File: src/tbbss_pkg.sv
// Shared types and constants for the two-bit bitmap state search block.
// Used by the store, match unit, controller and top level; no dependencies.
package tbbss_pkg;

  // Bitmap geometry: 32 two-bit entries per 64-bit word.
  localparam int BitmapWords    = 512;
  localparam int AddrW          = $clog2(BitmapWords);
  localparam int CntW           = AddrW + 1;
  localparam int WordW          = 64;
  localparam int EntriesPerWord = 32;
  localparam int EntW           = $clog2(EntriesPerWord);
  localparam int BytesW         = 13;
  localparam int BlockW         = 14;
  localparam int TailW          = 3;

  // Reset value of the bitmap length register, in bytes.
  localparam logic [BytesW-1:0] BytesReset = 13'd4096;

  // Operation codes of an input item.
  localparam logic OpLoad   = 1'b0;
  localparam logic OpSearch = 1'b1;

  // Input item as transferred on the input channel.
  typedef struct packed {
    logic              operation;
    logic [8:0]        word_index;
    logic [WordW-1:0]  word_data;
    logic [BlockW-1:0] goal_block;
    logic [1:0]        wanted_state;
  } in_item_t;

  // Result item as transferred on the output channel.
  typedef struct packed {
    logic              found;
    logic [BlockW-1:0] block_number;
  } out_item_t;

  // Request from the controller to the match unit for the word being checked.
  typedef struct packed {
    logic [1:0]      state;
    logic            use_goal;
    logic [EntW-1:0] goal_ent;
    logic            use_tail;
    logic [TailW-1:0] tail_bytes;
  } tbbss_mreq_t;

  // Match unit answer: any hit, and the lowest matching entry.
  typedef struct packed {
    logic            hit;
    logic [EntW-1:0] entry;
  } tbbss_mres_t;

  // Sequencer states.
  typedef enum logic [1:0] {
    ST_IDLE,
    ST_SCAN,
    ST_RESULT
  } tbbss_state_e;

endpackage

File: src/tbbss_match.sv
// Match unit: compares all 32 entries of one bitmap word against the wanted
// state, applies the goal and tail masks and finds the lowest hit. Uses tbbss_pkg.
module tbbss_match import tbbss_pkg::*; (
  input  logic [WordW-1:0] word_i,
  input  tbbss_mreq_t      req_i,
  output tbbss_mres_t      res_o
);

  logic [EntriesPerWord-1:0] hit_vec;
  logic [EntW-1:0]           tail_lim;

  // Entries below four times the tail byte count lie inside a partial word.
  assign tail_lim = {req_i.tail_bytes, 2'b00};

  // Per-entry compare with the goal mask on the first word and the tail mask
  // on a partial last word.
  always_comb begin
    for (int i = 0; i < EntriesPerWord; i++) begin
      hit_vec[i] = (word_i[2*i +: 2] == req_i.state)
                 && (!req_i.use_goal || (EntW'(i) >= req_i.goal_ent))
                 && (!req_i.use_tail || (EntW'(i) < tail_lim));
    end
  end

  // Lowest set bit of the hit vector.
  always_comb begin
    res_o.hit   = |hit_vec;
    res_o.entry = '0;
    for (int i = EntriesPerWord - 1; i >= 0; i--) begin
      if (hit_vec[i]) begin
        res_o.entry = EntW'(i);
      end
    end
  end

endmodule

File: config.mk
export PLATFORM = sky130hd
export DESIGN_NAME = tbbss_match
export DESIGN_NICKNAME = d
export VERILOG_FILES = /design/src/tbbss_pkg.sv /design/src/tbbss_match.sv
export SDC_FILE = /design/constraint.sdc
export NUM_CORES = 1
export LEC_CHECK = 0
export ABC_AREA = 0
export CORE_MARGIN = 3
export CORE_UTILIZATION = 55
export DETAILED_ROUTE_END_ITERATION = 10
export DONT_BUFFER_PORTS = 1
export GPL_ROUTABILITY_DRIVEN = 1
export PLACE_DENSITY = 0.73
export SETUP_SLACK_MARGIN = 0.05
export SLEW_MARGIN = 20
export SYNTH_ARGS = -nofsm -noshare
export SYNTH_HDL_FRONTEND = slang
export SYNTH_SLANG_ARGS = --single-unit
File: constraint.sdc
create_clock -name vclk -period 2.5
set_clock_uncertainty 0.15 [all_clocks]
set_input_delay 0.5 -clock vclk [all_inputs]
set_output_delay 0.5 -clock vclk [all_outputs]
set_load 0.005 [all_outputs]
* Word-level counts from Yosys, hierarchy flattened
Cells that the tools add are included.
Word-level totals: word-level logic and storage cells 259, input port bits 76, bits in registers 0
Operators by class: equality and inequality tests 32, multiplexer cells 32, $lt $le $gt $ge 64, reduce and logical (&&, ||, !) cells 131
Operators by type and width (count):
- 2-to-1 mux 5 bit | 32
- >= comparator 5 bit (first input constant) | 16
- less-than comparator 5 bit (first input constant) | 16
- == test 2 bit | 32
- logical AND 1 bit | 64
- logical OR 1 bit | 64
- >= comparator 4 x 5 -> 1 bit (first input constant) | 8
- less-than comparator 4 x 5 -> 1 bit (first input constant) | 8
- OR reduction 32 bit | 1
- >= comparator 3 x 5 -> 1 bit (first input constant) | 4
- less-than comparator 3 x 5 -> 1 bit (first input constant) | 4
- >= comparator 1 x 5 -> 1 bit (first input constant) | 2
- >= comparator 2 x 5 -> 1 bit (first input constant) | 2
- less-than comparator 1 x 5 -> 1 bit (first input constant) | 2
- less-than comparator 2 x 5 -> 1 bit (first input constant) | 2
- logical NOT 1 bit | 2

* Logic depth before layout (Yosys ltp)
Gate-level depths: netlist (run 1).
depth after elaboration 36, mapped depth 10, mapped depth without buffers 7

* Worst setup path before layout (run 1)
OpenSTA, ideal clock, no wires.
kind input port to output port, start point in req_i[11] (netlist bit), end point out res_o[2] (netlist bit), arrival time 1.921 ns, slack -0.071 ns, data required time 1.850 ns, buffers on the path 2, stages on the path 9, cells stage by stage buf_6 > buf_8 > xor2_1 > or3_4 > nor2_4 > nor2_1 > a31oi_1 > nor4b_1 > o31a_1
RTL lines:
- start, declared | line tbbss_match.sv:5 | input tbbss_mreq_t req_i,
- end, declared | line tbbss_match.sv:6 | output tbbss_mres_t res_o

==> reports/metrics.cfg, run 1 <==
[clocking]
hold_buffers=0

[grt]
grt_pass1_vias=1884
groute.usage.overall_pct=26.38
grt_pass1_wl_microns=9087
use_met2_pct=41.00
grt_max_degree=33
top_usage_layer=met2
grtUsageMet3_pct=2.946
use_met1_pct=39.26
antenna_found_initial=0
grt-ovfl-total=0

[critical_path]
crit_fanout=17
crit_required_ns=1.85
path_class=in2out
cp_top_family=compound AO/OA/AOI/OAI gates
crit_path_top_delay_cell=or2_2
cp_num_buf_inv=0
worstSetupStartpointType=primary input
end_kind=output port
path_cells=nand3_1, or2_2, a31oi_1, o211ai_1, a21oi_1, o221ai_1, o22ai_1
cp_slowest_stage_delay_ns=0.34
critPathArrivalTime_ns=1.96

[final_layout]
num-nets-final=344
area_growth_syn_to_layout_pct=16.13
final_cell_count_no_fill=310
layout_common_cells=35 x xor2_1, 23 x xnor2_1, 21 x buf_4
diodes=0
final_common_cell=xor2_1
clock_buffers=0
layout-drive-gt1-share_pct=30.45
register_area_sq_um=0
fin_util_pct=69.45
seq_cells=0

[timing]
final_period_minus_worst_setup_slack_ns=2.606
finalCritPeriodShare_pct=104.3
setup_viol=2
fin_ws_ns=-0.1063
relSlewSlack_pct=74.48
fmax_mhz=383.7
slew_violations=0
tightest_slew_ns=0.3796
timing_hold_violations_final=0
rsz0062_at_grt=yes

[placement]
dp.final_hpwl_microns=4268
port-buffer-count=0
routabilityCongestion=0.9114
placed_cells=304

[route]
remaining_drc_errors=0
postRouteAntennaNets=0
dr.pass1.iters=4
wl_per_cell_microns=19.19
drt_iter0_markers=236
viasPerCell=6.603
num_vias=2047
wirelength_microns=5949

[yosys]
syn-num-nets=338
postSynthCellCount=262
yosysUniqueCellTypes=61
synth_area_per_cell_sq_um=7.254
yosysWarnings=0
synth-seq-area-share_pct=0
synthesis.area_sq_um=1901

[floorplan]
floorplan.initialDensity_pct=59.80
pin_count=82
die_y_microns=64.79
rows=20
die_area_sq_um=4197
core_sq_um=3178
dieWidth_microns=64.79

[power_and_ir_drop]
power.total_uw=531.8
irDropWorstVdd_v=0.00009392
powerDensity_nw_per_um2=240.9
p_leak_nw=0.7447

[run_status]
violations=setup timing
outcome=finished with violations

[worst_hold_path]
holdCritPathClass=in2out

[flow_run]
drv_cap=0

-- metal layers --
metal  vias up  share of wire [%]
met1       950                 43
li1        971                  -
met2       116                 47
met5         -                  0
met3        10                8.5
met4         0                1.6
-- stage by stage --
stage / setup WS, ns / hold slack, ns / TNS (ns) / instance area, sq um
final: -0.1063 / 1.252 / -0.1132 / 2207
after global routing: -0.1945 / 1.266 / -0.3217 / 2207
after CTS: 0.008708 / 1.245 / 0 / 1997
after detailed placement: -0.01035 / 1.249 / -0.02244 / 1936
after global placement: -0.02298 / 1.241 / -0.04241 / 1936
after floorplan: -0.03478 / 1.066 / -0.05334 / 1953
-- synth_stat cells (5+ instances only) --
cell type   n  share of area, %
nand2_1    20               3.9
a31oi_1     7               2.3
a21oi_1    20               5.3
nor2_1     18               3.6
nand3_1     6               1.6
xor2_1     40                18
o21ai_0    13               3.4
o211ai_1    6               2.4
nor3_1      7               1.8
o21a_1      5               2.0
and2_1      5               1.6
buf_4       8               3.2
xnor2_1    23                11
-- cell type report --
class / instances / area, sq um
well taps: 44 / 55.05
inverters: 1 / 3.754
repair buffers: 23 / 180.2
multi-input cells: 242 / 1968
fillers: 261 / 970.9
-- worst paths after layout --
path / to / cells past startpoint / slack (ns) / startpoint
worst max-delay path: res_o[1] / 7 / -0.11 / req_i[9]
worst min-delay path: res_o[0] / 4 / 1.25 / req_i[1]
-- logic make-up after synthesis --
family | count (synthesis) | synth area share (%)
AND/OR/NAND/NOR | 87 | 24.49
AO/OA/AOI/OAI | 91 | 35.94
buffers and inverters | 20 | 9.677
XOR/XNOR | 64 | 29.89
-- power by group --
group          switching [mW]  internal [mW]
Sequential                  0              0
Clock                       0              0
Combinational           0.267          0.265
-- timing repair --
action	4_1_cts	5_1_grt
setup buffers	2	4
resized for setup	9	36
pin swaps	13	19
endpoints found under the setup margin	5	6
Power figures use the tool's default switching activity.
==> run 2: changes to the inputs <==
- PLACE_DENSITY: 0.73 -> 0.72
==> run 2 against run 1 <==
- the run still ends with setup timing left
- worst hold slack got worse by 0.044 ns
- clock-buffer cell count is the same
- via count decreased by 1.2%
- sequential share of layout area is the same
- die area is the same
- worst setup slack improved by 0.095 ns
- total power decreased by 0.35%
- combinational power hardly changed
- non-clock buffer count decreased by 4
- critical endpoint is now res_o[3]
- largest cell class unchanged
- highest routed layer unchanged
==> reports/metrics.cfg, run 2 (synthesis gave the netlist of run 1 again) <==
[run_status]
outcome=finished with violations  ; unchanged
violations=setup timing  ; unchanged

[grt]
grt_pass1_vias=1799  ; was 1884
grtUsageMet3_pct=4.506  ; was 2.946%
groute.usage.overall_pct=25.19  ; was 26.38%
grt-ovfl-total=0  ; unchanged
use_met1_pct=36.16  ; was 39.26%
grt_max_degree=33  ; unchanged
grt_pass1_wl_microns=8687  ; was 9087 microns
top_usage_layer=met2  ; unchanged
use_met2_pct=39.59  ; was 41.00%
antenna_found_initial=0  ; unchanged

[final_layout]
layout-drive-gt1-share_pct=30.92  ; was 30.45%
area_growth_syn_to_layout_pct=15.08  ; was 16.13%
layout_common_cells=36 x xor2_1, 23 x xnor2_1, 17 x nand2_1, 17 x buf_4, 16 x nor2_1  ; was 35 x xor2_1, 23 x xnor2_1, 21 x buf_4
diodes=0  ; unchanged
seq_cells=0  ; unchanged
clock_buffers=0  ; unchanged
final_common_cell=xor2_1  ; unchanged
nFillCells=287  ; was 261
fin_util_pct=68.82  ; was 69.45%
register_area_sq_um=0  ; unchanged
num-nets-final=340  ; was 344

[route]
postRouteAntennaNets=0  ; unchanged
wirelength_microns=5750  ; was 5949 microns
wl_per_cell_microns=18.79  ; was 19.19 microns
num_vias=2022  ; was 2047
drt_iter0_markers=180  ; was 236
dr.pass1.iters=4  ; unchanged
remaining_drc_errors=0  ; unchanged
viasPerCell=6.608  ; was 6.603

[timing]
rsz0062_at_grt=yes  ; unchanged
finalCritPeriodShare_pct=100.5  ; was 104.3%
relSlewSlack_pct=71.93  ; was 74.48%
slew_violations=0  ; unchanged
final_period_minus_worst_setup_slack_ns=2.512  ; was 2.606 ns
tns_ns=-0.01282  ; was -0.1132 ns
timing_hold_violations_final=0  ; unchanged
setup_viol=3  ; was 2
tightest_slew_ns=0.4202  ; was 0.3796 ns
fmax_mhz=398.2  ; was 383.7 MHz
fin_ws_ns=-0.01154  ; was -0.1063 ns

[placement]
port-buffer-count=0  ; unchanged
routabilityCongestion=0.8872  ; was 0.9114
dp.final_hpwl_microns=4248  ; was 4268 microns

[floorplan]
dieWidth_microns=64.79  ; unchanged
die_y_microns=64.79  ; unchanged
die_area_sq_um=4197  ; unchanged
floorplan.initialDensity_pct=59.80  ; unchanged
rows=20  ; unchanged
core_sq_um=3178  ; unchanged
pin_count=82  ; unchanged

[power_and_ir_drop]
irDropWorstVdd_v=0.00008389  ; was 0.00009392 V
p_leak_nw=0.7344  ; was 0.7447 nW
powerDensity_nw_per_um2=242.3  ; was 240.9 nW/um^2

[clocking]
hold_buffers=0  ; unchanged

[critical_path]
critPathLaunch=req_i[8]  ; was req_i[9]
crit_fanout=15  ; was 17
end_kind=output port  ; unchanged
crit_required_ns=1.85  ; about the same
worstSetupEndpoint=res_o[3]  ; was res_o[1]
critPathArrivalTime_ns=1.86  ; was 1.96 ns
path_class=in2out  ; unchanged
worstSetupStartpointType=primary input  ; unchanged

[worst_hold_path]
holdCritPathClass=in2out  ; unchanged

[flow_run]
drv_cap=0  ; unchanged

[run 2: cell count changes in the layout (fill, tap and decap cells not counted), sizes merged]
cell / previous run / this run
buf: 23 / 19
[run 2: repair_timing]
| item | in CTS | in global routing |
|---|---|---|
| setup endpoints to repair | 6 | 6 |
| pin swaps | 6 | 28 |
| gates cloned | 0 | 0 |
| gates resized for setup | 7 | 41 |
| setup buffers | 3 | 4 |
[run 2: critical path, stage by stage]
cell and delay (ns):
and4_4 0.20, or3_4 0.38, nor2_4 0.14, buf_4 0.12, buf_4 0.12, nor4_4 0.05
nand2b_1 0.18, a21oi_2 0.17
[run 2: worst min-delay path by stage]
stage | start | endpoint | slack (ns) | depth (start not counted)
CTS | req_i[0] | res_o[0] | 1.21 | 4
detailed placement | req_i[0] | res_o[0] | 1.21 | 4
floorplan | req_i[0] | res_o[0] | 1.07 | 3
global route | req_i[9] | res_o[1] | 1.23 | 4
global placement | req_i[0] | res_o[0] | 1.20 | 4
finish | req_i[9] | res_o[1] | 1.21 | 4
[run 2: stage by stage]
step | instances | setup WS [ns] | area (sq um) | total power [mW] | hold slack [ns]
after global placement | 299 | -0.02911 | 1898 | 0.4131 | 1.199
after CTS | 302 | 0.02034 | 1952 | 0.4367 | 1.206
after global routing | 306 | -0.1060 | 2187 | 0.5761 | 1.235
final | 306 | -0.01154 | 2187 | 0.5299 | 1.208
after floorplan | 262 | -0.03478 | 1953 | 0.3977 | 1.066
after detailed placement | 299 | -0.05063 | 1898 | 0.4180 | 1.210
[run 2: final cells by class]
type | count | area [sq um] | share of cell area, %
Tap cell | 44 | 55.05 | 2.517
Inverter | 1 | 3.754 | 0.1716
Timing Repair Buffer | 19 | 150.1 | 6.865
Multi-Input combinational cell | 242 | 1978 | 90.45
[run 2: routing by layer]
layer,share of wire (%),up-vias
met5,0,-
met4,1.6,0
met3,10,10
met2,47,125
met1,41,927
li1,-,960
[run 2: where the power goes]
| part | switching [mW] | internal (mW) |
|---|---|---|
| registers | 0 | 0 |
| clock network | 0 | 0 |
| logic | 0.267 | 0.263 |
==> run 3: changes to the inputs <==
- SKIP_LAST_GASP: unset -> 1
==> run 3 against run 2 <==
- non-clock buffer count is the same
- worst setup slack better by 0.010 ns
- cell count is the same
- maximum frequency grew 0.41%
- sequential share of layout area did not move
- largest cell class unchanged
- cell area fell by 0.29%
- combinational power shrank 2%
- critical path type unchanged
- critical path depth down 1
- the run still ends with setup timing left
- clock-buffer cell count unchanged
==> reports/metrics.cfg, run 3 (synthesis gave the netlist of run 1 again) <==
[final_layout]
clock_buffers=0  ; unchanged
fin_area_sq_um=2181  ; was 2187 sq um
seq_cells=0  ; unchanged
register_area_sq_um=0  ; unchanged
num-nets-final=340  ; unchanged
final_common_cell=xor2_1  ; unchanged
layout_common_cells=36 x xor2_1, 23 x xnor2_1, 17 x nand2_1, 17 x buf_4, 16 x nor2_1  ; unchanged
area_growth_syn_to_layout_pct=14.75  ; was 15.08%
layout-drive-gt1-share_pct=30.92  ; unchanged
diodes=0  ; unchanged

[floorplan]
floorplan.initialDensity_pct=59.80  ; unchanged
die_area_sq_um=4197  ; unchanged
rows=20  ; unchanged
die_y_microns=64.79  ; unchanged
pin_count=82  ; unchanged
dieWidth_microns=64.79  ; unchanged
core_sq_um=3178  ; unchanged

[route]
remaining_drc_errors=0  ; unchanged
num_vias=1993  ; was 2022
viasPerCell=6.513  ; was 6.608
postRouteAntennaNets=0  ; unchanged
wirelength_microns=5741  ; was 5750 microns
dr.pass1.iters=4  ; unchanged
drt_iter0_markers=174  ; was 180
wl_per_cell_microns=18.76  ; was 18.79 microns

[placement]
dp.final_hpwl_microns=4248  ; unchanged
placed_area_sq_um=1898  ; unchanged
port-buffer-count=0  ; unchanged
routabilityCongestion=0.8872  ; unchanged

[power_and_ir_drop]
power.total_uw=522.3  ; was 529.9 uW
powerDensity_nw_per_um2=239.5  ; was 242.3 nW/um^2
irDropWorstVdd_v=0.00008328  ; was 0.00008389 V
p_leak_nw=0.7329  ; was 0.7344 nW

[timing]
relSlewSlack_pct=72.50  ; was 71.93%
fmax_mhz=399.8  ; was 398.2 MHz
tightest_slew_ns=0.4117  ; was 0.4202 ns
hold_slack_ns=1.210  ; was 1.208 ns
timing_hold_violations_final=0  ; unchanged
final_period_minus_worst_setup_slack_ns=2.501  ; was 2.512 ns
finalCritPeriodShare_pct=100.0  ; was 100.5%
slew_violations=0  ; unchanged
fin_ws_ns=-0.001224  ; was -0.01154 ns
setup_viol=1  ; was 3
rsz0062_at_grt=yes  ; unchanged

[grt]
grt_pass1_vias=1799  ; unchanged
grt-ovfl-total=0  ; unchanged
grt_pass1_wl_microns=8687  ; unchanged
groute.usage.overall_pct=25.19  ; unchanged
antenna_found_initial=0  ; unchanged
grt_max_degree=33  ; unchanged

[worst_hold_path]
worstHoldStart=req_i[9]  ; unchanged
holdCritPathClass=in2out  ; unchanged

[critical_path]
path_class=in2out  ; unchanged
crit_required_ns=1.85  ; about the same
worstSetupStartpointType=primary input  ; unchanged
end_kind=output port  ; unchanged
critPathArrivalTime_ns=1.85  ; was 1.86 ns
crit_fanout=15  ; unchanged
critPathLaunch=req_i[8]  ; unchanged

[flow_run]
drv_cap=0  ; unchanged

[run_status]
outcome=finished with violations  ; unchanged
violations=setup timing  ; unchanged

## run 3: where the power goes
part	total (mW)	internal, mW	switching [mW]
Sequential	0	0	0
Combinational	0.522	0.261	0.261
Clock	0	0	0
Total	0.522	0.261	0.261
## run 3: through the flow
| step | setup TNS (ns) | worst slack, ns | util [%] | cells |
|---|---|---|---|---|
| after CTS | 0 | 0.02034 | 61.42 | 302 |
| after floorplan | -0.05334 | -0.03478 | - | 262 |
| final | -0.001224 | -0.001224 | 68.62 | 306 |
| after global routing | -0.2294 | -0.1060 | 68.62 | 306 |
| after detailed placement | -0.07992 | -0.05063 | 59.72 | 299 |
| after global placement | -0.05777 | -0.02911 | 59.72 | 299 |
## run 3: final cells by class
cell class / count / area [sq um]
timing repair buffer: 19 / 150.1
fill: 289 / 997.2
multi-input combinational: 242 / 1972
tap: 44 / 55.05
inverter: 1 / 3.754
## run 3: metal layers
| layer | wire (microns) | vias to the layer above | track usage, % |
|---|---|---|---|
| met1 | 2468 | 914 | 36.16 |
| met2 | 2684 | 111 | 39.59 |
| met3 | 511 | 8 | 4.506 |
| met5 | 0 | - | 0 |
| li1 | - | 960 | - |
| met4 | 78 | 0 | 3.694 |
## run 3: worst paths after layout
kind,to,slack (ns),depth (start not counted)
setup / recovery,res_o[2],-0.001,7
hold / removal,res_o[1],1.21,4
## run 3: critical path: stages
cell and delay (ns):
and4_4 0.20, or3_4 0.38, nor2_4 0.14, nor2_1 0.06
a31oi_2 0.20, nor4b_2 0.07, o31a_1 0.30
## run 3: what timing repair did
| action | 4_1_cts | 5_1_grt |
|---|---|---|
| hold buffers | 0 | 0 |
| gates cloned | 0 | 0 |
| setup buffers | 3 | 4 |
| gates resized for setup | 7 | 40 |
| pin swaps | 6 | 28 |
| setup endpoints to repair | 6 | 6 |
