File: src/tbbss_pkg.sv
// Shared types and constants for the two-bit bitmap state search block.
// Used by the store, match unit, controller and top level; no dependencies.
package tbbss_pkg;

  // Bitmap geometry: 32 two-bit entries per 64-bit word.
  localparam int BitmapWords    = 512;
  localparam int AddrW          = $clog2(BitmapWords);
  localparam int CntW           = AddrW + 1;
  localparam int WordW          = 64;
  localparam int EntriesPerWord = 32;
  localparam int EntW           = $clog2(EntriesPerWord);
  localparam int BytesW         = 13;
  localparam int BlockW         = 14;
  localparam int TailW          = 3;

  // Reset value of the bitmap length register, in bytes.
  localparam logic [BytesW-1:0] BytesReset = 13'd4096;

  // Operation codes of an input item.
  localparam logic OpLoad   = 1'b0;
  localparam logic OpSearch = 1'b1;

  // Input item as transferred on the input channel.
  typedef struct packed {
    logic              operation;
    logic [8:0]        word_index;
    logic [WordW-1:0]  word_data;
    logic [BlockW-1:0] goal_block;
    logic [1:0]        wanted_state;
  } in_item_t;

  // Result item as transferred on the output channel.
  typedef struct packed {
    logic              found;
    logic [BlockW-1:0] block_number;
  } out_item_t;

  // Request from the controller to the match unit for the word being checked.
  typedef struct packed {
    logic [1:0]      state;
    logic            use_goal;
    logic [EntW-1:0] goal_ent;
    logic            use_tail;
    logic [TailW-1:0] tail_bytes;
  } tbbss_mreq_t;

  // Match unit answer: any hit, and the lowest matching entry.
  typedef struct packed {
    logic            hit;
    logic [EntW-1:0] entry;
  } tbbss_mres_t;

  // Sequencer states.
  typedef enum logic [1:0] {
    ST_IDLE,
    ST_SCAN,
    ST_RESULT
  } tbbss_state_e;

endpackage

File: src/tbbss_ctrl.sv
// Sequencer of the bitmap search: input and output handshakes, length register,
// read address walk over the store and result capture. Uses tbbss_pkg.
module tbbss_ctrl import tbbss_pkg::*; (
  input  logic              clk_i,
  input  logic              rst_ni,
  input  logic              cfg_we_i,
  input  logic [BytesW-1:0] cfg_data_i,
  input  logic              in_valid_i,
  output logic              in_stall_o,
  input  in_item_t          in_data_i,
  output logic              out_valid_o,
  input  logic              out_stall_i,
  output out_item_t         out_data_o,
  output logic              wr_en_o,
  output logic [AddrW-1:0]  wr_addr_o,
  output logic [WordW-1:0]  wr_data_o,
  output logic              rd_en_o,
  output logic [AddrW-1:0]  rd_addr_o,
  output tbbss_mreq_t       mreq_o,
  input  tbbss_mres_t       mres_i
);

  tbbss_state_e state_q, state_d;

  logic [BytesW-1:0] bytes_q;
  logic [CntW-1:0]   rd_word_q, rd_word_d;
  logic [AddrW-1:0]  last_word_q, last_word_d;
  logic [AddrW-1:0]  chk_word_q, chk_word_d;
  logic              chk_valid_q, chk_valid_d;
  logic              first_q, first_d;
  logic [EntW-1:0]   goal_ent_q, goal_ent_d;
  logic [1:0]        wanted_q, wanted_d;
  logic [TailW-1:0]  tail_q, tail_d;
  out_item_t         res_q, res_d;
  logic              out_valid_q, out_valid_d;
  out_item_t         out_q, out_d;

  logic              in_accept;
  logic              search_start;
  logic [10:0]       words_full;
  logic [CntW-1:0]   words;
  logic [TailW-1:0]  tail_eff;
  logic [AddrW-1:0]  goal_word;
  logic              goal_past;
  logic              issue;
  logic              chk_last;
  logic              scan_hit;
  logic              scan_end;
  logic              out_free;

  // Input transfer and load path into the store.
  assign in_stall_o   = (state_q != ST_IDLE);
  assign in_accept    = in_valid_i && !in_stall_o;
  assign search_start = in_accept && (in_data_i.operation == OpSearch);
  assign wr_en_o      = in_accept && (in_data_i.operation == OpLoad);
  assign wr_addr_o    = in_data_i.word_index;
  assign wr_data_o    = in_data_i.word_data;

  // Valid word count from the byte length, clamped to the store depth.
  assign words_full = 11'(({1'b0, bytes_q} + 14'd7) >> 3);
  always_comb begin
    if (words_full > 11'(BitmapWords)) begin
      words    = CntW'(BitmapWords);
      tail_eff = '0;
    end else begin
      words    = words_full[CntW-1:0];
      tail_eff = bytes_q[TailW-1:0];
    end
  end
  assign goal_word = in_data_i.goal_block[BlockW-1:EntW];
  assign goal_past = ({1'b0, goal_word} >= words);

  // Scan status of the word whose data stands at the store output.
  assign issue    = (rd_word_q <= {1'b0, last_word_q});
  assign chk_last = chk_valid_q && (chk_word_q == last_word_q);
  assign scan_hit = chk_valid_q && mres_i.hit;
  assign scan_end = scan_hit || chk_last;
  assign out_free = !out_valid_q || !out_stall_i;

  // Request to the match unit.
  assign mreq_o.state      = wanted_q;
  assign mreq_o.use_goal   = first_q;
  assign mreq_o.goal_ent   = goal_ent_q;
  assign mreq_o.use_tail   = (chk_word_q == last_word_q) && (tail_q != '0);
  assign mreq_o.tail_bytes = tail_q;

  // Next state.
  always_comb begin
    state_d = state_q;
    unique case (state_q)
      ST_IDLE: begin
        if (search_start) begin
          state_d = goal_past ? ST_RESULT : ST_SCAN;
        end
      end
      ST_SCAN: begin
        if (scan_end) begin
          state_d = ST_RESULT;
        end
      end
      ST_RESULT: begin
        if (out_free) begin
          state_d = ST_IDLE;
        end
      end
      default: state_d = ST_IDLE;
    endcase
  end

  // Datapath controls and next values.
  always_comb begin
    rd_word_d   = rd_word_q;
    last_word_d = last_word_q;
    chk_word_d  = chk_word_q;
    chk_valid_d = 1'b0;
    first_d     = first_q;
    goal_ent_d  = goal_ent_q;
    wanted_d    = wanted_q;
    tail_d      = tail_q;
    res_d       = res_q;
    out_d       = out_q;
    out_valid_d = out_valid_q && out_stall_i;
    rd_en_o     = 1'b0;
    unique case (state_q)
      ST_IDLE: begin
        if (search_start) begin
          rd_word_d   = {1'b0, goal_word};
          last_word_d = AddrW'(words - CntW'(1));
          first_d     = 1'b1;
          goal_ent_d  = in_data_i.goal_block[EntW-1:0];
          wanted_d    = in_data_i.wanted_state;
          tail_d      = tail_eff;
          res_d       = '0;
        end
      end
      ST_SCAN: begin
        rd_en_o     = issue && !scan_end;
        chk_valid_d = rd_en_o;
        chk_word_d  = rd_word_q[AddrW-1:0];
        if (rd_en_o) begin
          rd_word_d = rd_word_q + CntW'(1);
        end
        if (chk_valid_q) begin
          first_d = 1'b0;
        end
        if (scan_hit) begin
          res_d.found        = 1'b1;
          res_d.block_number = {chk_word_q, mres_i.entry};
        end
      end
      ST_RESULT: begin
        if (out_free) begin
          out_d       = res_q;
          out_valid_d = 1'b1;
        end
      end
      default: begin
      end
    endcase
  end

  assign rd_addr_o   = rd_word_q[AddrW-1:0];
  assign out_valid_o = out_valid_q;
  assign out_data_o  = out_q;

  // Control registers.
  always_ff @(posedge clk_i or negedge rst_ni) begin
    if (!rst_ni) begin
      state_q     <= ST_IDLE;
      bytes_q     <= BytesReset;
      chk_valid_q <= 1'b0;
      out_valid_q <= 1'b0;
    end else begin
      state_q     <= state_d;
      chk_valid_q <= chk_valid_d;
      out_valid_q <= out_valid_d;
      if (cfg_we_i) begin
        bytes_q <= cfg_data_i;
      end
    end
  end

  // Payload registers.
  always_ff @(posedge clk_i) begin
    rd_word_q   <= rd_word_d;
    last_word_q <= last_word_d;
    chk_word_q  <= chk_word_d;
    first_q     <= first_d;
    goal_ent_q  <= goal_ent_d;
    wanted_q    <= wanted_d;
    tail_q      <= tail_d;
    res_q       <= res_d;
    out_q       <= out_d;
  end

endmodule

File: config.mk
export PLATFORM = sky130hd
export DESIGN_NAME = tbbss_ctrl
export DESIGN_NICKNAME = d
export VERILOG_FILES = /design/src/tbbss_pkg.sv /design/src/tbbss_ctrl.sv
export SDC_FILE = /design/constraint.sdc
export NUM_CORES = 1
export LEC_CHECK = 0
export CORE_ASPECT_RATIO = 0.5
export CORE_MARGIN = 10
export CORE_UTILIZATION = 56
export CTS_BUF_LIST = sky130_fd_sc_hd__clkbuf_4 sky130_fd_sc_hd__clkbuf_8
export CTS_CLUSTER_DIAMETER = 100
export CTS_CLUSTER_SIZE = 24
export DETAILED_ROUTE_END_ITERATION = 10
export DONT_BUFFER_PORTS = 1
export PLACE_DENSITY = 0.71
export SETUP_SLACK_MARGIN = 0.15
export SYNTH_ARGS = -nofsm -noshare
export SYNTH_HDL_FRONTEND = slang
export SYNTH_SLANG_ARGS = --single-unit
File: constraint.sdc
create_clock -name clk_i -period 4.05 [get_ports clk_i]
set_clock_uncertainty 0.15 [all_clocks]
set_input_delay 0.81 -clock clk_i [delete_from_list [all_inputs] [get_ports clk_i]]
set_output_delay 0.81 -clock clk_i [all_outputs]
set_load 0.1 [all_outputs]
# Word level (Yosys, flattened, before mapping)
# Cells that the tools add are included.
[totals]
word_cells = 73
rom_bits = 0
ram_bits = 0
inputBits = 114
latch_bits = 0
out_inout_bits = 113
ff_bits = 86
memories = 0
[op_classes]
n_mul = 0
order_cmp = 3
shifts = 0
muxes = 18
n_eq_ne = 9
add_sub_neg = 3
bitwise_logic = 1
n_reduce_logical = 24
div = 0
[ops]
columns = ["op", "count"]
rows = [
  ["2-to-1 mux 10 bit", 3],
  ["2-to-1 mux 15 bit", 2],
  ["one-hot mux 15 bit (2 select lines)", 1],
  ["one-hot mux 10 bit (2 select lines)", 1],
  ["adder 13 x 3 -> 14 bit, second input constant", 1],
  ["inequality test 2 bit, second input constant", 6],
  ["AND reduction 3 bit", 4],
  ["greater-than comparator 11 x 10 -> 1 bit, second input constant", 1],
  ["adder 10 x 1 -> 10 bit, second input constant", 1],
  ["greater-or-equal comparator 9 x 10 -> 1 bit", 1],
  ["<= comparator 10 x 9 -> 1 bit", 1],
  ["== test 9 bit", 1],
  ["subtractor 9 x 1 -> 9 bit, second input constant", 1],
  ["logical AND 1 bit", 8],
  ["2-to-1 mux 2 bit", 4],
  ["one-hot mux 2 bit (3 select lines)", 1],
  ["2-to-1 mux 1 bit", 5],
  ["logical NOT 1 bit", 4],
  ["AND reduction 2 bit", 2],
  ["nonzero test 2 bit", 2],
  ["nonzero test 3 bit", 1],
  ["== test 2 x 1 -> 1 bit, second input constant", 1],
  ["== test 2 bit, second input constant", 1],
  ["logical NOT 2 bit", 1],
  ["other kinds (3)", 4],
]

# Depth between registers and ports, before layout
# Gate-level depths: netlist of run 1.
[logic_depth]
depth_word = 7
depth_mapped = 15
depth_no_buf = 13

# Least setup slack after synthesis of run 1
# No wires, ideal clock.
[synth_timing]
path_type = "register to output"
startpoint = "reg rd_word_q[3]"
endpoint = "out rd_en_o"
t_required_ns = 3.090
n_path_buf = 0
setup_slack_ns = 0.385
stages_incl_launch_ff = 8
arrival_time_ns = 2.705
path_cell_list = "edfxtp_1 -> ha_1 -> a21o_1 -> a21oi_1 -> nor2b_1 -> o31ai_1 -> a22oi_1 -> nor2_1"
[synth_between]
elab_chain_cells = 3
[synth_rtl]
columns = ["element", "line", "rtl"]
rows = [
  ["from (decl)", "tbbss_ctrl.sv:26", "logic [CntW-1:0] rd_word_q, rd_word_d;"],
  ["from (signal assigned)", "tbbss_ctrl.sv:185", "rd_word_q <= rd_word_d;"],
  ["<= comparator 10 x 9 -> 1 bit", "tbbss_ctrl.sv:74", "assign issue = (rd_word_q <= {1'b0, last_word_q});"],
  ["logical AND 1 bit", "tbbss_ctrl.sv:137", "rd_en_o = issue && !scan_end;"],
  ["2-to-1 mux 1 bit", "tbbss_ctrl.sv:124", "unique case (state_q)"],
  ["to (decl)", "tbbss_ctrl.sv:17", "output logic rd_en_o,"],
]
# Every way passes these cells.

# Final worst setup path of run 1
[layout_timing]
startpoint = "reg last_word_q[3]"
endpoint = "out rd_en_o"
[layout_between]
elab_chain_cells = 6
elab_cells_between_ends = 7
classes_between = "order compare (1); eq/ne (1); mux (1); reduce/logical (4)"
[layout_rtl]
columns = ["element", "line", "rtl"]
rows = [
  ["from (decl)", "tbbss_ctrl.sv:27", "logic [AddrW-1:0] last_word_q, last_word_d;"],
  ["from (signal assigned)", "tbbss_ctrl.sv:186", "last_word_q <= last_word_d;"],
  ["branches (longest 4 deep; another with <= comparator 10 x 9 -> 1 bit)", "--", ""],
  ["logical AND 1 bit *", "tbbss_ctrl.sv:137", ""],
  ["2-to-1 mux 1 bit *", "tbbss_ctrl.sv:124", ""],
]
# Every way passes the cells marked *.

==> impl_metrics.yaml, run 1 <==
setup_path:
  endpoint_kind: "output port"
  r2r_end: "state_q[1]"
  path_cells: "inv_1 -> ha_1 -> a21o_1 -> a21oi_1 -> nor2b_1 -> o31ai_1 -> a22oi_1 -> nor2_2"
  crit_arrival_ns: 2.73
  critPathTopFamily: "simple AND/OR/NAND/NOR gates"
  max_stage_delay_ns: 0.86
  start_kind: "register"
  required_ns: 3.09
  cp_num_buf_inv: 1
  path_max_fanout: 2
  worst_path_max_delay_cell: "nor2_2"
  rrSetupSlack_ns: 0.47
  ff2ff_path_depth: 13
  r2r-start: "bytes_q[8]"
  worstSetupPathType: "reg -> out"
synthesis:
  seq_area_frac_synth_pct: 51.84
  synth_area_um2: 4820
  ys_ff_latch: 86
  syn_nets: 546
  ys.flop_type: "edfxtp_1"
  ys_warn_count: 0
  synth-async-reset-ratio_pct: 19.77
  syn-instance-count: 412
  synth_edf_count: 69
  synth.distinct_cells: 52
  synth_area_per_cell_um2: 11.70
drt:
  via_per_inst: 5.572
  postRouteAntennaNets: 0
  wl_per_cell_um: 24.65
  dr.first_iter.drc_count: 165
  drc: 0
  wl_mm: 11.51
  dr.pass1.iters: 5
  vias: 2602
pwr:
  total_leakage_power_nw: 1.810
  vdd_drop_max_mv: 0.3062
  total_power_mw: 3.391
  p_per_area_nw_per_um2: 728.8
clock_network:
  path_clk_slew_ns: 0.09
  cts_max_path_buffers: 2
  htree_levels: 3
  root_buffer: "clkbuf_8"
  cts_setup_buffers: 0
  cts_tree: "yes"
  insertion_delay_ns: 0.36
  cts.sink_count: 86
  tritoncts.num_buffers: 9
sta:
  fmax_mhz: 271.1
  min_period_over_period_pct: 91.08
  maxSlewHeadroom_pct: 26.62
  drv_slew: 0
  whs_ns: 0.1254
  rsz0062_at_grt: "false"
  tightest_slew_ns: 1.100
  setup_slack_ns: 0.3612
  finalHoldViolations: 0
  setup_viol: 0
  tns_ns: 0
  min_period_ns: 3.689
global_route:
  antenna_found_initial: 0
  grt_pass1_vias: 2761
  grt_max_degree: 27
  grt_pass1_wl_mm: 16.99
  grt-ovfl-total: 0
  track_usage_pct: 17.38
finish:
  drive_gt1_share_pct: 17.75
  multi_input_area_um2: 1577
  final_common_cell: "edfxtp_1"
  fin_util_pct: 56.94
  n_antenna_cell: 0
  fillCellCount: 667
  layoutNonFillerInstCount: 467
  syn_to_final_growth_pct: -3.453
  layout_common_cells: "69 x edfxtp_1, 28 x nand2_1, 20 x ha_1"
  final_area_um2: 4653
  finalNetCount: 485
  regArea_um2: 2499
die:
  fp.dieH_um: 85.60
  die_area_um2: 12940
  core.rowCount: 23
  pin_count: 227
  die-width_um: 151.2
  core_area_um2: 8173
  initial_core_util_pct: 58.97
place:
  detailedPlace.worstSlack_ns: 0.5030
  placed_cell_area_um2: 4425
  hpwlAfterDp_mm: 9.513
  port_buffers: 0
  routabilityCongestion: 0.8984
  dp_cells: 451
job:
  maxCapViolations: 0
outcome:
  status: "finished clean"
worst_hold_path:
  hp-class: "in -> async"
[cells by family (layout without fill, tap and decap cells)]
family,count (synthesis),in the layout,synth area share [%]
xor+xnor,30,30,5.452
compound gates,48,48,7.580
buf+inv,110,53,15.55
flops,86,86,51.84
fa+ha+maj,20,20,5.192
simple gates,105,105,11.35
mux,13,13,3.037
[registers in the layout (all words and copies together), names as in the netlist, 2 cells and up]
register     count
bytes_q         13
chk_word_q       9
goal_ent_q       5
last_word_q      9
out_data_o      15
rd_word_q       10
res_q           15
state_q          2
tail_q           3
wanted_q         2
[worst max path at each step]
| stage | start | end | slack, ns | cells past startpoint |
|---|---|---|---|---|
| 2_1_floorplan | rd_word_q[3] | rd_en_o | 0.39 | 7 |
| 3_3_place_gp | bytes_q[8] | state_q[1] | 0.57 | 13 |
| 3_5_place_dp | bytes_q[8] | state_q[1] | 0.50 | 13 |
| 4_1_cts | last_word_q[3] | rd_en_o | 0.33 | 8 |
| 5_1_grt | last_word_q[3] | rd_en_o | 0.19 | 8 |
| 6_report | last_word_q[3] | rd_en_o | 0.36 | 8 |
[metal layers]
metal  wire length [um]  vias up  GRT usage [%]
met5                  0        -              0
met3               1793       24          12.53
met4                193        0          6.516
li1                   -     1228              -
met2               5637      182          28.46
met1               3886     1168          16.82
[layout make-up]
type,count,share of cell area (%)
Sequential cell,86,53.70
Inverter,18,1.452
Timing Repair Buffer,20,3.280
Multi-Input combinational cell,216,33.88
Clock buffer,9,2.662
Tap cell,112,3.012
Clock inverter,6,2.017
[report_power, final]
group          switching, mW  leakage [nW]  internal, mW
registers              0.298         0.846          1.26
clock network          0.323         0.107         0.350
logic                  0.840         0.857         0.322
total                   1.46          1.81          1.93
[cells in the mapped netlist (all sizes together), types with 2 or more instances]
cell type | count | share of area (%)
buf | 89 | 14
edfxtp | 69 | 43
nand2 | 29 | 2.4
ha | 20 | 5.2
and2 | 19 | 2.5
inv | 18 | 1.4
nor2 | 18 | 1.4
xnor2 | 17 | 3.1
dfrtp | 16 | 8.3
o21ai | 15 | 1.8
mux2 | 13 | 3.0
xor2 | 13 | 2.4
nand3 | 10 | 1.0
a21oi | 9 | 0.93
nand2b | 8 | 1.0
and3 | 5 | 0.65
a21o | 4 | 0.62
nor3 | 4 | 0.42
a211oi | 3 | 0.57
clkbuf | 3 | 0.23
nand4 | 3 | 0.39
o31ai | 3 | 0.57
a211o | 2 | 0.36
and4 | 2 | 0.36
nor2b | 2 | 0.26
[repair_timing]
item	in CTS	in global routing
hold buffers	1	0
hold endpoints to repair	16	0
gates resized for setup	0	0
setup endpoints to repair	0	0
No activity file was read; power rests on OpenSTA's default activity.
==> run 2, diff against run 1 <==
Settings changed: REMOVE_ABC_BUFFERS set to 1.
==> impl_metrics.yaml, run 2 (synthesized netlist as in run 1, its figures left out) <==
outcome:
  status: "finished clean"
finish:
  finalNetCount: 485
  layout_common_cells: "69 x edfxtp_1, 28 x nand2_1, 20 x ha_1"
  final_area_um2: 4632
  syn_to_final_growth_pct: -3.894
  multi_input_area_um2: 1578
  regArea_um2: 2499
  drive_gt1_share_pct: 17.75
  final_common_cell: "edfxtp_1"
  n_antenna_cell: 0
  layoutNonFillerInstCount: 467
  fin_util_pct: 56.67
  fillCellCount: 700
drt:
  postRouteAntennaNets: 0
  drc: 0
  dr.first_iter.drc_count: 217
  wl_per_cell_um: 34.85
  dr.pass1.iters: 4
  wl_mm: 16.27
  vias: 2849
  via_per_inst: 6.101
setup_path:
  start_kind: "register"
  max_stage_delay_ns: 0.85
  r2r-start: "bytes_q[8]"
  crit_end: "rd_en_o"
  r2r_end: "state_q[1]"
  cp.depth: 8
  ff2ff_path_depth: 13
  required_ns: 3.09
  crit_arrival_ns: 2.75
  cp_num_buf_inv: 1
  endpoint_kind: "output port"
  path_cells: "inv_1 -> ha_1 -> a21o_1 -> a21oi_1 -> nor2b_1 -> o31ai_1 -> a22oi_1 -> nor2_2"
  rrSetupSlack_ns: 0.45
  worstSetupPathType: "reg -> out"
  worst_path_max_delay_cell: "nor2_2"
  critPathTopFamily: "simple AND/OR/NAND/NOR gates"
  cp-startpoint: "last_word_q[3]"
  path_max_fanout: 2
global_route:
  antenna_found_initial: 1
  grt-ovfl-total: 0
  track_usage_pct: 25.29
  grt_pass1_wl_mm: 22.78
  grt_pass1_vias: 2922
  grt_max_degree: 27
job:
  maxCapViolations: 0
clock_network:
  tritoncts.num_buffers: 9
  cts_max_path_buffers: 2
  path_clk_slew_ns: 0.08
  htree_levels: 3
  cts_tree: "yes"
  insertion_delay_ns: 0.36
  root_buffer: "clkbuf_8"
  cts.sink_count: 86
pwr:
  p_per_area_nw_per_um2: 718.6
  total_leakage_power_nw: 1.795
  total_power_mw: 3.329
  vdd_drop_max_mv: 0.2144
sta:
  finalHoldViolations: 0
  setup_viol: 0
  setup_slack_ns: 0.3356
  maxSlewHeadroom_pct: 26.87
  rsz0062_at_grt: "false"
  fmax_mhz: 269.2
  min_period_over_period_pct: 91.71
  tns_ns: 0
  whs_ns: 0.1378
  tightest_slew_ns: 1.096
  drv_slew: 0
  min_period_ns: 3.714
die:
  fp.dieH_um: 85.60
  die_area_um2: 12940
  initial_core_util_pct: 58.97
  core.rowCount: 23
  die-width_um: 151.2
  pin_count: 227
  core_area_um2: 8173
worst_hold_path:
  hp-class: "in -> async"
place:
  routabilityCongestion: 0.8353
  port_buffers: 0
  hpwlAfterDp_mm: 12.62
  dp_cells: 451
  detailedPlace.worstSlack_ns: 0.4365
  placed_cell_area_um2: 4425
-- run 2: report_power, final --
part	total [mW]	internal, mW	switching [mW]
registers	1.55	1.26	0.297
logic	1.17	0.325	0.844
clock network	0.607	0.286	0.321
total	3.33	1.87	1.46
-- run 2: worst reg2reg max path, delay by kind of cell, from the launching register on --
family	cells	cell delay (ns)
AOI/OAI and AO/OA	7	1.75
buffers and inverters	1	0.07
adders and majority gates	1	0.21
DFF	1	0.48
and+or+nand+nor	4	0.84
-- run 2: final cells by class --
class | count | share of cell area (%)
clock buffer | 9 | 2.674
clock inverter | 6 | 1.540
inverter | 18 | 1.459
multi-input combinational | 216 | 34.06
sequential | 86 | 53.94
tap | 112 | 3.025
timing repair buffer | 20 | 3.296
-- run 2: worst min path at each step --
stage                endpoint  slack [ns]  depth (start not counted)
3_5_place_dp   out_data_o[14]        0.25                          0
4_1_cts           bytes_q[12]        0.12                          0
2_1_floorplan   out_data_o[0]        0.25                          0
5_1_grt           bytes_q[12]        0.11                          0
3_3_place_gp   out_data_o[14]        0.25                          0
6_report          bytes_q[12]        0.14                          0
-- run 2: timing repair --
item	CTS	global route
buffers inserted	0	0
gates resized for setup	0	1
hold buffers	1	0
hold endpoints to repair	16	0
endpoints found under the setup margin	0	1
-- run 2: routing by layer --
| layer | GRT usage, % | wire length [um] |
|---|---|---|
| met1 | 30.28 | 6754 |
| met5 | 21.54 | 377 |
| met2 | 29.57 | 5853 |
| met4 | 5.474 | 234 |
| met3 | 23.90 | 3054 |
==> run 3, diff against run 2 <==
Settings changed: ABC_AREA set to 1.
==> impl_metrics.yaml, run 3 <==
outcome:
  status: "finished clean"
synthesis:
  netlist.area_leader.share_pct: 41.84
  synth_edf_count: 69
  ys_warn_count: 0
  synth.distinct_cells: 35
  yosys.area.top_type: "edfxtp_1"
  seq_area_frac_synth_pct: 50.45
  synth_most_common_cell: "nand2_1"
  ys.flop_type: "edfxtp_1"
  synth_area_leaders: "edfxtp_1 42%, buf_4 13%, dfrtp_1 8.1%"
  synthTopCellsByCount: "95 x nand2_1, 83 x buf_4, 72 x inv_1, 69 x edfxtp_1, 45 x nor2_1"
  syn-instance-count: 528
  synth_area_um2: 4952
  ys_ff_latch: 86
  synth-async-reset-ratio_pct: 19.77
  synth_area_per_cell_um2: 9.379
setup_path:
  required_ns: 3.09
  worstSetupPathType: "reg -> out"
  endpoint_kind: "output port"
  r2r-start: "bytes_q[2]"
  r2r_end: "state_q[0]"
  crit_end: "rd_en_o"
  start_kind: "register"
  cp-startpoint: "rd_word_q[3]"
  path_max_fanout: 2
  crit_arrival_ns: 2.65
  ff2ff_path_depth: 19
  rrSetupSlack_ns: 1.00
clock_network:
  cts_tree: "yes"
  tritoncts.num_buffers: 9
  path_clk_slew_ns: 0.08
  insertion_delay_ns: 0.36
  htree_levels: 3
  cts_max_path_buffers: 2
  cts.sink_count: 86
  root_buffer: "clkbuf_8"
job:
  maxCapViolations: 0
drt:
  dr.first_iter.drc_count: 242
  wl_mm: 15.77
  vias: 3155
  wl_per_cell_um: 26.69
  dr.pass1.iters: 4
  via_per_inst: 5.338
  postRouteAntennaNets: 0
  drc: 0
sta:
  tns_ns: 0
  finalHoldViolations: 0
  min_period_ns: 3.610
  maxSlewHeadroom_pct: 26.06
  tightest_slew_ns: 1.108
  whs_ns: 0.1399
  fmax_mhz: 277.0
  drv_slew: 0
  min_period_over_period_pct: 89.15
  setup_slack_ns: 0.4395
  setup_viol: 0
  rsz0062_at_grt: "false"
place:
  detailedPlace.worstSlack_ns: 0.8205
  routabilityCongestion: 0.8179
  hpwlAfterDp_mm: 12.31
  dp_cells: 575
  placed_cell_area_um2: 4598
  port_buffers: 0
finish:
  final_common_cell: "nand2_1"
  final_area_um2: 4791
  layout_common_cells: "95 x nand2_1, 72 x inv_1, 69 x edfxtp_1"
  finalNetCount: 604
  n_antenna_cell: 0
  drive_gt1_share_pct: 13.92
  fillCellCount: 780
  syn_to_final_growth_pct: -3.259
  fin_util_pct: 55.40
  layoutNonFillerInstCount: 591
pwr:
  total_power_mw: 3.659
  total_leakage_power_nw: 2.123
  p_per_area_nw_per_um2: 763.8
  vdd_drop_max_mv: 0.2678
worst_hold_path:
  hp-class: "in -> async"
die:
  initial_core_util_pct: 57.26
  pin_count: 227
  core.rowCount: 24
  core_area_um2: 8648
  die_area_um2: 13230
  fp.dieH_um: 86.50
  die-width_um: 153.0
global_route:
  track_usage_pct: 23.69
  grt_pass1_vias: 3044
  grt_pass1_wl_mm: 22.20
  grt-ovfl-total: 0
  grt_max_degree: 29
  antenna_found_initial: 0
[run 3: changes by cell type after synthesis, moves of 5 or more]
cell / delta
inv_1: +54
and2_1: -18
nand2b_1: -8
nand2_2: +13
mux2_2: -13
nand3_1: +9
nand2_1: +67
nor2_2: +5
xor2_1: -5
nor2_1: +27
xnor2_1: -15
o21ai_0: +14
[run 3: how the worst min path moves through the flow]
| stage | end | cells past startpoint |
|---|---|---|
| 6_report | bytes_q[12] | 0 |
| 5_1_grt | bytes_q[12] | 0 |
| 4_1_cts | bytes_q[12] | 0 |
| 3_5_place_dp | out_data_o[10] | 0 |
| 3_3_place_gp | out_data_o[4] | 0 |
| 2_1_floorplan | out_data_o[0] | 0 |
[run 3: cell type report]
| cell class | count | area [um^2] | share of cell area [%] |
|---|---|---|---|
| well taps | 117 | 146.4 | 3.056 |
| inverters | 75 | 281.5 | 5.876 |
| multi-input cells | 277 | 1521 | 31.76 |
| repair buffers | 21 | 160.2 | 3.343 |
| clock buffers | 10 | 131.4 | 2.742 |
| clock inverters | 5 | 51.30 | 1.071 |
| flip-flops and latches | 86 | 2499 | 52.15 |
[run 3: repair_timing]
item / in CTS / in global routing
hold buffers: 1 / 0
setup endpoints to repair: 0 / 0
setup buffers: 0 / 0
gates resized for setup: 0 / 0
endpoints found under the hold margin: 16 / 0
[run 3: kinds of logic after synthesis]
family / after synthesis / share of synthesized area [%]
flip-flops: 86 / 50.45
AND/OR/NAND/NOR: 198 / 17.84
adder cells (fa/ha/maj): 20 / 5.053
AO/OA/AOI/OAI: 49 / 5.912
XOR/XNOR: 10 / 1.769
buffers and inverters: 165 / 18.97
[run 3: critical path, cell delays in order, from the launching register on]
cell	delay, ns
edfxtp_1	0.40
ha_1	0.33
a21o_1	0.16
a21oi_1	0.11
o21ai_0	0.09
a21boi_0	0.16
o21ai_0	0.09
nand2_1	0.06
inv_1	0.06
nor2_2	0.83
[run 3: report_power, final]
part	internal (mW)	total (mW)	switching, mW
combinational	0.316	1.34	1.02
sequential	1.34	1.75	0.405
clock	0.284	0.576	0.292
[run 3: routing by layer]
| metal | up-vias | GRT usage [%] | wire length (um) |
|---|---|---|---|
| met3 | 19 | 23.04 | 3024 |
| met4 | 8 | 4.733 | 118 |
| met5 | - | 14.65 | 257 |
| li1 | 1506 | - | - |
| met1 | 1394 | 28.19 | 6748 |
| met2 | 228 | 27.91 | 5623 |
